## config.mk

```make
export PLATFORM = sky130hd
export DESIGN_NAME = qsb_cell
export DESIGN_NICKNAME = d
export VERILOG_FILES = /design/src/sv/qsb_pkg.sv /design/src/sv/qsb_cell.sv
export SDC_FILE = /design/constraint.sdc
export NUM_CORES = 1
export LEC_CHECK = 0
export ABC_AREA = 0
export BUFFER_PORTS_ARGS = -buffer_cell sky130_fd_sc_hd__buf_2
export CAP_MARGIN = 5
export CORE_UTILIZATION = 46
export CTS_CLUSTER_SIZE = 24
export DETAILED_ROUTE_END_ITERATION = 10
export PLACE_DENSITY = 0.83
export SYNTH_ARGS = -nofsm -noshare
export SYNTH_HDL_FRONTEND = slang
export SYNTH_SLANG_ARGS = --single-unit
```

## constraint.sdc

```tcl
create_clock -name i_clk -period 5.1 [get_ports i_clk]
set_clock_uncertainty 0.15 [all_clocks]
set_input_delay 0.51 -clock i_clk [delete_from_list [all_inputs] [get_ports i_clk]]
set_output_delay 0.51 -clock i_clk [all_outputs]
set_load 0.02 [all_outputs]
```

## src/sv/qsb_pkg.sv

```systemverilog
`timescale 1ns / 1ps
`default_nettype none
package qsb_pkg;

    localparam int CAPACITY = 64;
    localparam int DATA_W   = 32;
    localparam int CNT_W    = $clog2(CAPACITY + 1);

    typedef logic signed [DATA_W-1:0] t_data;
    typedef logic [CNT_W-1:0]         t_count;

    // Per-cycle command broadcast to every cell
    typedef struct packed {
        logic insert;
        logic shift;
    } t_ctl;

    // What a cell shows its neighbors
    typedef struct packed {
        logic  gt;
        t_data value;
    } t_link;

    typedef enum logic [1:0] {
        ST_LOAD = 2'b01,
        ST_EMIT = 2'b10
    } t_state;

endpackage
`default_nettype wire

```

## src/sv/qsb_cell.sv

```systemverilog
`timescale 1ns / 1ps
`default_nettype none
module qsb_cell (
    input  wire logic          i_clk,
    input  wire qsb_pkg::t_ctl  i_ctl,
    input  wire qsb_pkg::t_data i_data,
    input  wire logic          i_occupied,
    input  wire qsb_pkg::t_link i_prev,
    input  wire qsb_pkg::t_link i_next,
    output qsb_pkg::t_link      o_link
);

    qsb_pkg::t_data r_value;
    qsb_pkg::t_data n_value;
    logic           w_gt;

    // An empty cell acts as +infinity, so the new word lands at the first
    // cell that holds something larger.
    assign w_gt = !i_occupied || (r_value > i_data);

    always_comb begin
        n_value = r_value;
        priority if (i_ctl.shift) begin
            n_value = i_next.value;
        end else if (i_ctl.insert && i_prev.gt) begin
            n_value = i_prev.value;
        end else if (i_ctl.insert && w_gt) begin
            n_value = i_data;
        end
    end

    always_ff @(posedge i_clk) begin
        r_value <= n_value;
    end

    assign o_link.gt    = w_gt;
    assign o_link.value = r_value;

endmodule
`default_nettype wire

```

* Word-level counts from Yosys, hierarchy flattened *
Cells that the tools add are included.

cells by class
  mux-type cells = 3
  $lt $le $gt $ge = 1
  reduce and logical (&&, ||, !) cells = 5

operators with widths
  kind                 number
  32-bit 2-to-1 mux    3
  32-bit > comparator  1
  3-bit nonzero test   1
  1-bit logical AND    2
  1-bit logical NOT    1
  1-bit logical OR     1

storage, ports and cells
  bits in registers = 32
  input port bits = 102
  output and inout bits = 33

* Depth between registers and ports, before layout *
Gate-level depths: netlist of the first run.

  depth in word-level cells = 6
  mapped depth = 9
  mapped depth without buffers = 8

* Worst setup path before layout of the first run *
No wires, ideal clock.

  path type = input -> register
  start = input i_data[27]
  end = register r_value[0] (enable)
  stages on the path = 8
  buffers on the path = 0
  slack = 0.710 ns
  library setup time = 0.442 ns
  arrival = 3.798 ns
  required time = 4.508 ns
  cells stage by stage = inv_1 > ha_1 > nand4_1 > or4_1 > nor2b_4 > a31oi_4 > a2111oi_2 > o41ai_2

on the way
  cells in the longest elaborated chain, start to end = 4

RTL lines
  what                                 line            RTL
  start: declaration                   qsb_cell.sv:6   input wire qsb_pkg::t_data i_data,
  32-bit > comparator                  qsb_cell.sv:19  assign w_gt = !i_occupied || (r_value > i_data);
  1-bit logical OR                     qsb_cell.sv:19
  1-bit logical AND                    qsb_cell.sv:27  end else if (i_ctl.insert && w_gt) begin
  3-bit nonzero test (no source line)  --
  end signal: assignment               qsb_cell.sv:33  r_value <= n_value;
  end: declaration                     qsb_cell.sv:13  qsb_pkg::t_data r_value;

No other way between the ends.
A chain may end at the register's enable or synchronous reset.

==> results of run 1 <==
==> stage by stage <==
step                worst slack [ns]  hold slack, ns  utilization, %
global route                    1.56           0.369            64.0
detailed placement              1.75           0.647            62.5
CTS                             1.83           0.363            64.0
global placement                1.76           0.636            62.5
finish                          1.84           0.368            64.0
floorplan                      0.710           0.547               -
==> area by class of cell <==
class | instances | area, um^2 | share of cell area [%]
multi-input combinational | 184 | 1390 | 41.8
sequential | 32 | 961 | 29.0
timing repair buffer | 134 | 673 | 20.3
inverter | 33 | 124 | 3.74
tap | 70 | 87.6 | 2.65
clock buffer | 7 | 76.3 | 2.31
clock inverter | 1 | 3.75 | 0.113
==> worst max-delay path by stage <==
stage	slack [ns]	start	endpoint
final	1.84	r_value[21]$_DFFE_PP_	o_link[32]
after global routing	1.56	r_value[23]$_DFFE_PP_	o_link[32]
after CTS	1.83	r_value[23]$_DFFE_PP_	o_link[32]
after detailed placement	1.75	i_data[27]	r_value[19]$_DFFE_PP_
after global placement	1.76	i_data[27]	r_value[15]$_DFFE_PP_
after floorplan	0.71	i_data[27]	r_value[0]$_DFFE_PP_
==> power breakdown <==
part	switching, uW	internal [uW]
registers	16.6	330
clock network	86.6	94.9
logic	156	113
==> per-layer routing <==
| layer | share of wire (%) | track usage, % |
|---|---|---|
| met1 | 43 | 25.4 |
| met2 | 51 | 39.9 |
| met3 | 4.3 | 4.76 |
| met4 | 1.2 | 5.97 |
| met5 | 0 | 0 |
==> kinds of logic (layout without fill, tap and decap cells) <==
family	Yosys count	after routing	share of synthesized area [%]
simple gates	59	59	11.0
flops	32	32	38.4
buf+inv	44	175	6.75
fa+ha+maj	32	32	16.0
mux	32	32	12.8
compound gates	61	61	15.0
==> cell usage in the layout, fill, tap and decap left out, types with 2 or more instances in the layout <==
cell type | Yosys | final
sky130_fd_sc_hd__buf_2 | 0 | 133
sky130_fd_sc_hd__nand2_1 | 41 | 40
sky130_fd_sc_hd__o21ai_0 | 36 | 36
sky130_fd_sc_hd__inv_1 | 33 | 33
sky130_fd_sc_hd__mux2i_1 | 32 | 32
sky130_fd_sc_hd__ha_1 | 32 | 32
sky130_fd_sc_hd__edfxtp_1 | 32 | 32
sky130_fd_sc_hd__a21oi_1 | 13 | 13
sky130_fd_sc_hd__nand4_1 | 6 | 6
sky130_fd_sc_hd__clkbuf_8 | 0 | 5
sky130_fd_sc_hd__nand2b_1 | 3 | 3
sky130_fd_sc_hd__nor2_1 | 2 | 2
sky130_fd_sc_hd__a211oi_1 | 2 | 2
sky130_fd_sc_hd__and4_1 | 2 | 2
sky130_fd_sc_hd__clkbuf_1 | 7 | 2
==> tightest hold or removal path, stage by stage <==
cell and delay (ns):
sky130_fd_sc_hd__buf_2 0.07, sky130_fd_sc_hd__nand2_1 0.04, sky130_fd_sc_hd__o21ai_0 0.06
==> impl_metrics.csv, run 1 <==
group,metric,value,unit
status,outcome,"finished, final reports clean",
synth,post-synth-top-area-fraction,38.4,%
synth,synth-seq-area-share,38.4,%
grt,first_global_vias,2210,
critical_path,worst_setup_path_start_kind,"flip-flop",
grt,grt_use_total,21.7,%
flow_run,max_cap_viol_count,0,
power,power,798,uW
synth,syn-num-nets,394,
timing,tns,0,ns
route,final_antenna_net_count,0,
timing,timing.final.setup_violations,0,
route,wire_per_inst,13.2,um
route,wl,6080,um
layout,filler_cell_count,450,
grt,globalRouteOverflowTotal,0,
floorplanning,ioPinCount,135,
synth,synth-edff-count,32,
timing,finalCritPeriodShare,63.9,%
critical_path,cp.arrival,2.60,ns
grt,grt_first_pass_wirelength,9370,um
clock_network,cts.htree.levels,2,
layout,final_net_count,524,
critical_path,r2r-start,"r_value[27]$_DFFE_PP_",
critical_path,crit_chain,"ha_1 -> a21oi_1 -> o21ai_0 -> a2111oi_0 -> a221oi_1 -> a2111oi_2 -> o31ai_1 -> buf_2",
clock_network,numClockSinks,32,
power,power.density_cell_area,241,mW/mm^2
timing,worstMarginPinSlew,1.01,ns
grt,largest_net_degree_at_the_start_of_global_routing,66,
synth,synth_cell_type_count,30,
route,initialDrtViolationCount,61,
hold_path,min-delay-start,"i_next[25]",
critical_path,crit_family,"compound AO/OA/AOI/OAI gates",
place,detailed_place_hpwl,4790,um
floorplanning,start_util,48.4,%
hold_path,min-delay-path-class,"input pin to flip-flop",
clock_network,ctsResizeCount,0,
timing,fmax,307,MHz
synth,postSynthAreaPerCell,9.62,um^2
power,total_leakage_power,0.00181,uW
critical_path,rr_worst_depth,8,
critical_path,setup_slack_of_the_worst_register_to_register_path,2.00,ns
synth,synth_commonest_cells,"sky130_fd_sc_hd__nand2_1 (41), sky130_fd_sc_hd__o21ai_0 (36), sky130_fd_sc_hd__inv_1 (33)",
synth,synth_most_common_cell,"sky130_fd_sc_hd__nand2_1",
hold_path,hold_path_depth,3,
place,placed_cells,453,
route,drc_errors,0,
hold_path,timing.hold.worst_endpoint,"r_value[25]$_DFFE_PP_",
floorplanning,die_y,75.7,um
place,port_buffers,133,
critical_path,critical_path_depth,8,
critical_path,worst_r2r_dst,"r_value[10]$_DFFE_PP_",
critical_path,cp_data_required_time,4.44,ns
floorplanning,die_area,0.00574,mm^2
route,route.vias.total,2312,
route,drt-vias-per-instance,5.02,
synth,yosysWarningCount,0,
layout,max_ffs_per_register,32,
critical_path,setup.worst_path.end_class,"output port",
critical_path,cpMaxStageDelayCell,"sky130_fd_sc_hd__a2111oi_2",
synth,dominantRegCellSynth,"sky130_fd_sc_hd__edfxtp_1",
clock_network,tritoncts_clock_tree,"done",
critical_path,timing_worst_setup_path_type,"flip-flop to output port",
critical_path,worstPathBufferInverterCount,1,
layout,design_area,0.00331,mm^2
synth,synth_seq_cells,32,
layout,drive_above_1_share,37.1,%
clock_network,hold_buffers,0,
timing,min_period,3.26,ns
layout,largest-register,"r_value",
clock_network,post-cts-setup-buffers,0,
clock_network,cts_inserted_buffers,5,
floorplanning,row_count,26,
timing,max-slew-margin-rel,32.4,%
place,dpl-instance-area,0.00323,mm^2
synth,async_reset_ff_share,0,%
synth,post_synthesis_cell_area,0.00250,mm^2
layout,largestRegisters,"r_value (32)",
layout,area_delta_synth_final,32.4,%
timing,timing_hold_violations_final,0,
synth,post_synth_inst_count,260,
clock_network,clk_pin_slew,0.07,ns
critical_path,crit_path_max_fanout,2,
grt,grt_antenna_before_repair,0,
timing,timing.final.max_slew_violations,0,
timing,rsz0062_at_grt,"false",
layout,antennaDiodeCount,0,
clock_network,ctsRootBufferMaster,"sky130_fd_sc_hd__clkbuf_8",
floorplanning,die_w,75.7,um
route,dr.pass1.iters,4,
synth,synthTopCellsByArea,"sky130_fd_sc_hd__edfxtp_1 (38%), sky130_fd_sc_hd__ha_1 (16%), sky130_fd_sc_hd__mux2i_1 (13%)",
synth,synthDominantAreaCellType,"sky130_fd_sc_hd__edfxtp_1",
critical_path,cpPeakStageDelay,0.54,ns
floorplanning,core_footprint,0.00517,mm^2
place,gpl.final_weighted_congestion,0.791,
clock_network,maximum_clock_path_buffer_count,2,
clock_network,clock_latency,0.27,ns
layout,layout.cells.non_filler,461,
power,worst_ir_drop_vdd,157,uV
Note: power is estimated with default switching activity, not from simulation.
==> run 2, diff against run 1 <==
- CORE_UTILIZATION: 46 -> 41
- PLACE_DENSITY: 0.83 -> 0.78
- clock period: 5.1 -> 2.9 ns (I/O delays scaled with it)
==> run 2 against run 1 <==
The run now ends with setup timing left. Critical path depth is the same. Die area grew 12%. Power up 83%. Global-route usage shrank 2.6 points. Clock power increased by 80%. Non-clock buffer count rose by 17. Highest routed layer unchanged.
==> impl_metrics.csv, run 2 (same netlist as run 1, synthesis figures left out) <==
group,metric,value,unit
status,outcome,"complete, but fails checks",
layout,layout.cells.non_filler,483,
critical_path,crit_path_max_fanout,2,
floorplanning,die_area,0.00642,mm^2
clock_network,cts_inserted_buffers,5,
layout,drive_above_1_share,40.9,%
place,gpl.final_weighted_congestion,0.766,
clock_network,maximum_clock_path_buffer_count,2,
timing,timing_hold_violations_final,0,
layout,antennaDiodeCount,0,
layout,largestRegisters,"r_value (32)",
route,routedLengthMet1,2710,um
flow_run,max_cap_viol_count,0,
place,detailed_place_hpwl,4890,um
timing,timing.final.max_slew_violations,0,
layout,max_ffs_per_register,32,
route,wl,6110,um
floorplanning,core_footprint,0.00589,mm^2
power,intPower,984,uW
route,wire_per_inst,12.6,um
timing,fmax,343,MHz
route,highest-signal-layer,"met4",
critical_path,setup.worst_path.end_class,"output port",
critical_path,worst_setup_path_start_kind,"flip-flop",
critical_path,cp.arrival,2.47,ns
power,total_leakage_power,0.00190,uW
critical_path,cp_data_required_time,2.46,ns
clock_network,ctsRootBufferMaster,"sky130_fd_sc_hd__clkbuf_8",
clock_network,tritoncts_clock_tree,"done",
power,worst_ir_drop_vdd,299,uV
route,route.vias.total,2356,
clock_network,clk_pin_slew,0.07,ns
floorplanning,start_util,42.5,%
floorplanning,ioPinCount,135,
clock_network,numClockSinks,32,
critical_path,cp-startpoint,"r_value[19]$_DFFE_PP_",
route,route.met2.wl,3010,um
floorplanning,die_w,80.1,um
power,power.density_cell_area,416,mW/mm^2
timing,worstMarginPinSlew,0.566,ns
grt,grt_antenna_before_repair,0,
timing,max-slew-margin-rel,62.2,%
power,switchingPower,479,uW
hold_path,min-delay-start,"i_next[7]",
hold_path,min-delay-path-class,"input pin to flip-flop",
critical_path,timing_worst_setup_path_type,"flip-flop to output port",
layout,final_net_count,541,
grt,first_global_vias,2245,
critical_path,r2r-start,"r_value[19]$_DFFE_PP_",
timing,hold-worst-slack,0.140,ns
critical_path,critPathMostFrequentCell,"sky130_fd_sc_hd__buf_4",
timing,finalCritPeriodShare,100,%
place,port_buffers,133,
layout,final_core_util,59.8,%
grt,grt_first_pass_wirelength,9540,um
floorplanning,die_y,80.1,um
power,clockPowerShare,22.4,%
route,dr.pass1.iters,5,
place,pre_cts_ws,-0.0741,ns
critical_path,cpMaxStageDelayCell,"sky130_fd_sc_hd__or4_4",
route,drt-vias-per-instance,4.88,
power,pwr-share-seq,41.8,%
place,placed_cells,470,
timing,timing.final.setup_violations,1,
route,initialDrtViolationCount,75,
clock_network,cts.htree.levels,2,
clock_network,clock_latency,0.28,ns
timing,rsz0062_at_grt,"true",
grt,largest_net_degree_at_the_start_of_global_routing,35,
power,power.share.switching,32.7,%
grt,grt_use_total,19.1,%
route,met3_length,315,um
floorplanning,row_count,28,
timing,setup_slack,-0.0115,ns
timing,min_period,2.91,ns
route,final_antenna_net_count,0,
layout,largest-register,"r_value",
route,drc_errors,0,
critical_path,crit_chain,"ha_4 -> nand4_1 -> or4_4 -> buf_4 -> nor4_1 -> buf_4 -> o31ai_2 -> buf_4",
status,failed_checks,"setup timing",
power,combinationalPowerShare,35.8,%
grt,globalRouteOverflowTotal,0,
layout,area_delta_synth_final,40.7,%
layout,layout.cells.most_common_list,"sky130_fd_sc_hd__buf_2 (132), sky130_fd_sc_hd__nand2_1 (40), sky130_fd_sc_hd__o21ai_0 (36)",
layout,layout_commonest_cell,"sky130_fd_sc_hd__buf_2",
critical_path,cpPeakStageDelay,0.55,ns
## run 2: changes by cell type in the layout (fill, tap and decap cells not counted), sizes merged
cell,change
buf,+17
## run 2: path summary, 6_finish.rpt
kind	endpoint	slack [ns]	depth (start not counted)
worst max-delay path	o_link[32]	-0.01	8
worst min-delay path	r_value[7]$_DFFE_PP_	0.14	3
worst max register to register	r_value[17]$_DFFE_PP_	0.09	9
worst min register to register	r_value[29]$_DFFE_PP_	1.12	6
## run 2: per-stage QoR
stage	power, uW	setup TNS [ns]	instance area (um^2)
finish	1460	-0.0115	3520
global placement	1110	-1.21	3380
floorplan	925	-23.24	2560
detailed placement	1130	-1.55	3380
global route	1550	-0.0982	3520
CTS	1470	-0.378	3490
## run 2: power by group through the flow
stage               clock network (uW)  logic [uW]  registers [uW]
floorplan                            0         233             692
global placement                     0         491             619
detailed placement                   0         505             623
CTS                                338         519             612
global route                       354         583             618
finish                             328         523             612
## run 2: repair_timing
action | in CTS | in global routing
resized for setup | 4 | 5
setup buffers | 3 | 1
endpoints found under the setup margin | 27 | 33
pin swaps | 5 | 2
gates cloned | 0 | 1
hold buffers | 0 | 0
## run 2: area by class of cell
cell class | count | area (um^2)
Multi-Input combinational cell | 184 | 1450
Fill cell | 532 | 2370
Tap cell | 75 | 93.8
Inverter | 33 | 124
Timing Repair Buffer | 151 | 815
Clock buffer | 7 | 76.3
Sequential cell | 32 | 961
Clock inverter | 1 | 3.75
## run 2: routing by layer
metal,track usage (%),vias to the layer above
met5,0,-
met4,6.61,0
li1,-,1229
met2,35.3,73
met1,22.3,1048
met3,3.07,6
## run 2: critical path, delay by kind of cell, from the launching register on
family | cells | cell delay (ns)
buf+inv | 3 | 0.49
fa+ha+maj | 1 | 0.29
compound gates | 1 | 0.07
flops | 1 | 0.43
simple gates | 3 | 0.92
==> run 3, diff against run 2 <==
- PLACE_DENSITY: 0.78 -> default
- PLACE_DENSITY_LB_ADDON: default -> 0.1
==> run 3 against run 2 <==
The flow still finishes with violations (setup timing). Sequential power hardly changed. Power is 0.17% higher. Die area stayed put. Core utilization is 0.13 points lower. Combinational power is 2% lower. Clock power is 4% higher. First-iteration DRC count is 35% lower. Global-route usage is 0.67 points higher. Critical path type unchanged.
==> impl_metrics.csv, run 3 (same netlist as run 1, synthesis figures left out) <==
group,metric,value,unit
timing,fmax,339,MHz
critical_path,worst_setup_path_start_kind,"flip-flop",
layout,max_ffs_per_register,32,
timing,worstMarginPinSlew,0.568,ns
clock_network,clk_pin_slew,0.07,ns
clock_network,hold_buffers,0,
power,total_leakage_power,0.00189,uW
timing,timing.final.setup_violations,1,
layout,final_core_util,59.7,%
layout,filler_cell_count,546,
critical_path,worstPathBufferInverterCount,1,
route,drc_errors,0,
layout,design_area,0.00351,mm^2
place,gpl.final_weighted_congestion,0.715,
place,placed_cells,469,
place,dpl-instance-area,0.00338,mm^2
grt,globalRouteOverflowTotal,0,
critical_path,crit_family,"simple AND/OR/NAND/NOR gates",
clock_network,ctsRootBufferMaster,"sky130_fd_sc_hd__clkbuf_8",
layout,area_delta_synth_final,40.4,%
timing,timing.final.max_slew_violations,0,
grt,grt_first_pass_wirelength,9580,um
critical_path,crit_path_max_fanout,2,
route,initialDrtViolationCount,49,
floorplanning,die_w,80.1,um
grt,first_global_vias,2159,
floorplanning,die_area,0.00642,mm^2
clock_network,clock_latency,0.29,ns
status,failed_checks,"setup timing",
clock_network,cts.htree.levels,2,
timing,setup_slack,-0.0493,ns
critical_path,timing_worst_setup_path_type,"flip-flop to output port",
place,port_buffers,133,
route,wl,6030,um
clock_network,maximum_clock_path_buffer_count,2,
floorplanning,ioPinCount,135,
layout,largestRegisters,"r_value (32)",
critical_path,cpMaxStageDelayCell,"sky130_fd_sc_hd__or4_4",
grt,grt_use_total,19.8,%
layout,layout.cells.non_filler,479,
power,worst_ir_drop_vdd,234,uV
floorplanning,start_util,42.5,%
timing,timing_hold_violations_final,0,
grt,grt_antenna_before_repair,0,
timing,min_period,2.95,ns
timing,finalCritPeriodShare,102,%
layout,final_net_count,537,
route,drt-vias-per-instance,4.88,
layout,drive_above_1_share,40.6,%
flow_run,max_cap_viol_count,0,
floorplanning,core_footprint,0.00589,mm^2
route,route.vias.total,2338,
layout,layout.cells.most_common_list,"sky130_fd_sc_hd__buf_2 (132), sky130_fd_sc_hd__nand2_1 (40), sky130_fd_sc_hd__o21ai_0 (36)",
clock_network,numClockSinks,32,
route,dr.pass1.iters,4,
place,detailed_place_hpwl,4830,um
critical_path,crit_chain,"ha_1 -> nand4_1 -> or4_4 -> nor2b_4 -> a31oi_4 -> a2111oi_4 -> o31ai_2 -> buf_4",
layout,layout_commonest_cell,"sky130_fd_sc_hd__buf_2",
route,wire_per_inst,12.6,um
layout,antennaDiodeCount,0,
critical_path,setup.worst_path.end_class,"output port",
place,pre_cts_ws,-0.0799,ns
critical_path,cpPeakStageDelay,0.56,ns
timing,rsz0062_at_grt,"true",
floorplanning,row_count,28,
critical_path,cp_data_required_time,2.46,ns
power,power.density_cell_area,417,mW/mm^2
status,outcome,"complete, but fails checks",
hold_path,min-delay-path-class,"input pin to flip-flop",
route,final_antenna_net_count,0,
timing,max-slew-margin-rel,62.0,%
floorplanning,die_y,80.1,um
critical_path,cp.arrival,2.51,ns
clock_network,cts_inserted_buffers,5,
layout,largest-register,"r_value",
grt,largest_net_degree_at_the_start_of_global_routing,35,
clock_network,tritoncts_clock_tree,"done",
run 3: power by group:
part	switching [uW]	internal, uW	leakage, uW
combinational	282	231	0.00152
sequential	31.5	580	0.000334
clock	173	167	0.0000399
total	487	979	0.00189
run 3: worst paths after layout:
check | slack, ns | to | from | cells past startpoint
setup / recovery | -0.05 | o_link[32] | r_value[22]$_DFFE_PP_ | 8
setup reg to reg | 0.06 | r_value[7]$_DFFE_PP_ | r_value[22]$_DFFE_PP_ | 9
hold / removal | 0.13 | r_value[15]$_DFFE_PP_ | i_next[15] | 3
hold reg to reg | 1.11 | r_value[22]$_DFFE_PP_ | r_value[30]$_DFFE_PP_ | 5
run 3: worst register-to-register path: cells and delay by family (launching register included):
| family | cells | cell delay, ns |
|---|---|---|
| buffers and inverters | 2 | 0.34 |
| DFF | 1 | 0.41 |
| and+or+nand+nor | 3 | 0.82 |
| adders and majority gates | 1 | 0.32 |
| AOI/OAI and AO/OA | 3 | 0.51 |
run 3: stage by stage:
| step | power [uW] | TNS (ns) | hold slack, ns |
|---|---|---|---|
| floorplan | 925 | -23.24 | 0.327 |
| global placement | 1120 | -2.24 | 0.419 |
| detailed placement | 1130 | -2.46 | 0.424 |
| CTS | 1480 | -0.117 | 0.120 |
| global route | 1560 | -0.475 | 0.126 |
| finish | 1470 | -0.0493 | 0.126 |
run 3: per-layer routing:
metal / part of all wire, % / routed length [um] / global-route usage [%] / vias to the layer above
met3: 6.7 / 404 / 5.11 / 9
met2: 46 / 2760 / 33.2 / 86
met4: 1.8 / 106 / 6.79 / 0
met5: 0 / 0 / 0 / -
met1: 46 / 2760 / 24.5 / 1019
li1: - / - / - / 1224
run 3: area by class of cell:
class | instances | area [um^2] | area share (%)
clock buffers | 7 | 76.3 | 2.17
clock inverters | 1 | 3.75 | 0.107
inverters | 33 | 124 | 3.53
multi-input cells | 184 | 1450 | 41.2
flip-flops and latches | 32 | 961 | 27.4
well taps | 75 | 93.8 | 2.67
repair buffers | 147 | 805 | 22.9
run 3: what timing repair did:
item / 4_1_cts / 5_1_grt
cloned: 1 / 0
resized for setup: 5 / 5
endpoints found under the setup margin: 33 / 25
hold endpoints to repair: 0 / 0
buffers inserted: 0 / 1
pin swaps: 5 / 1
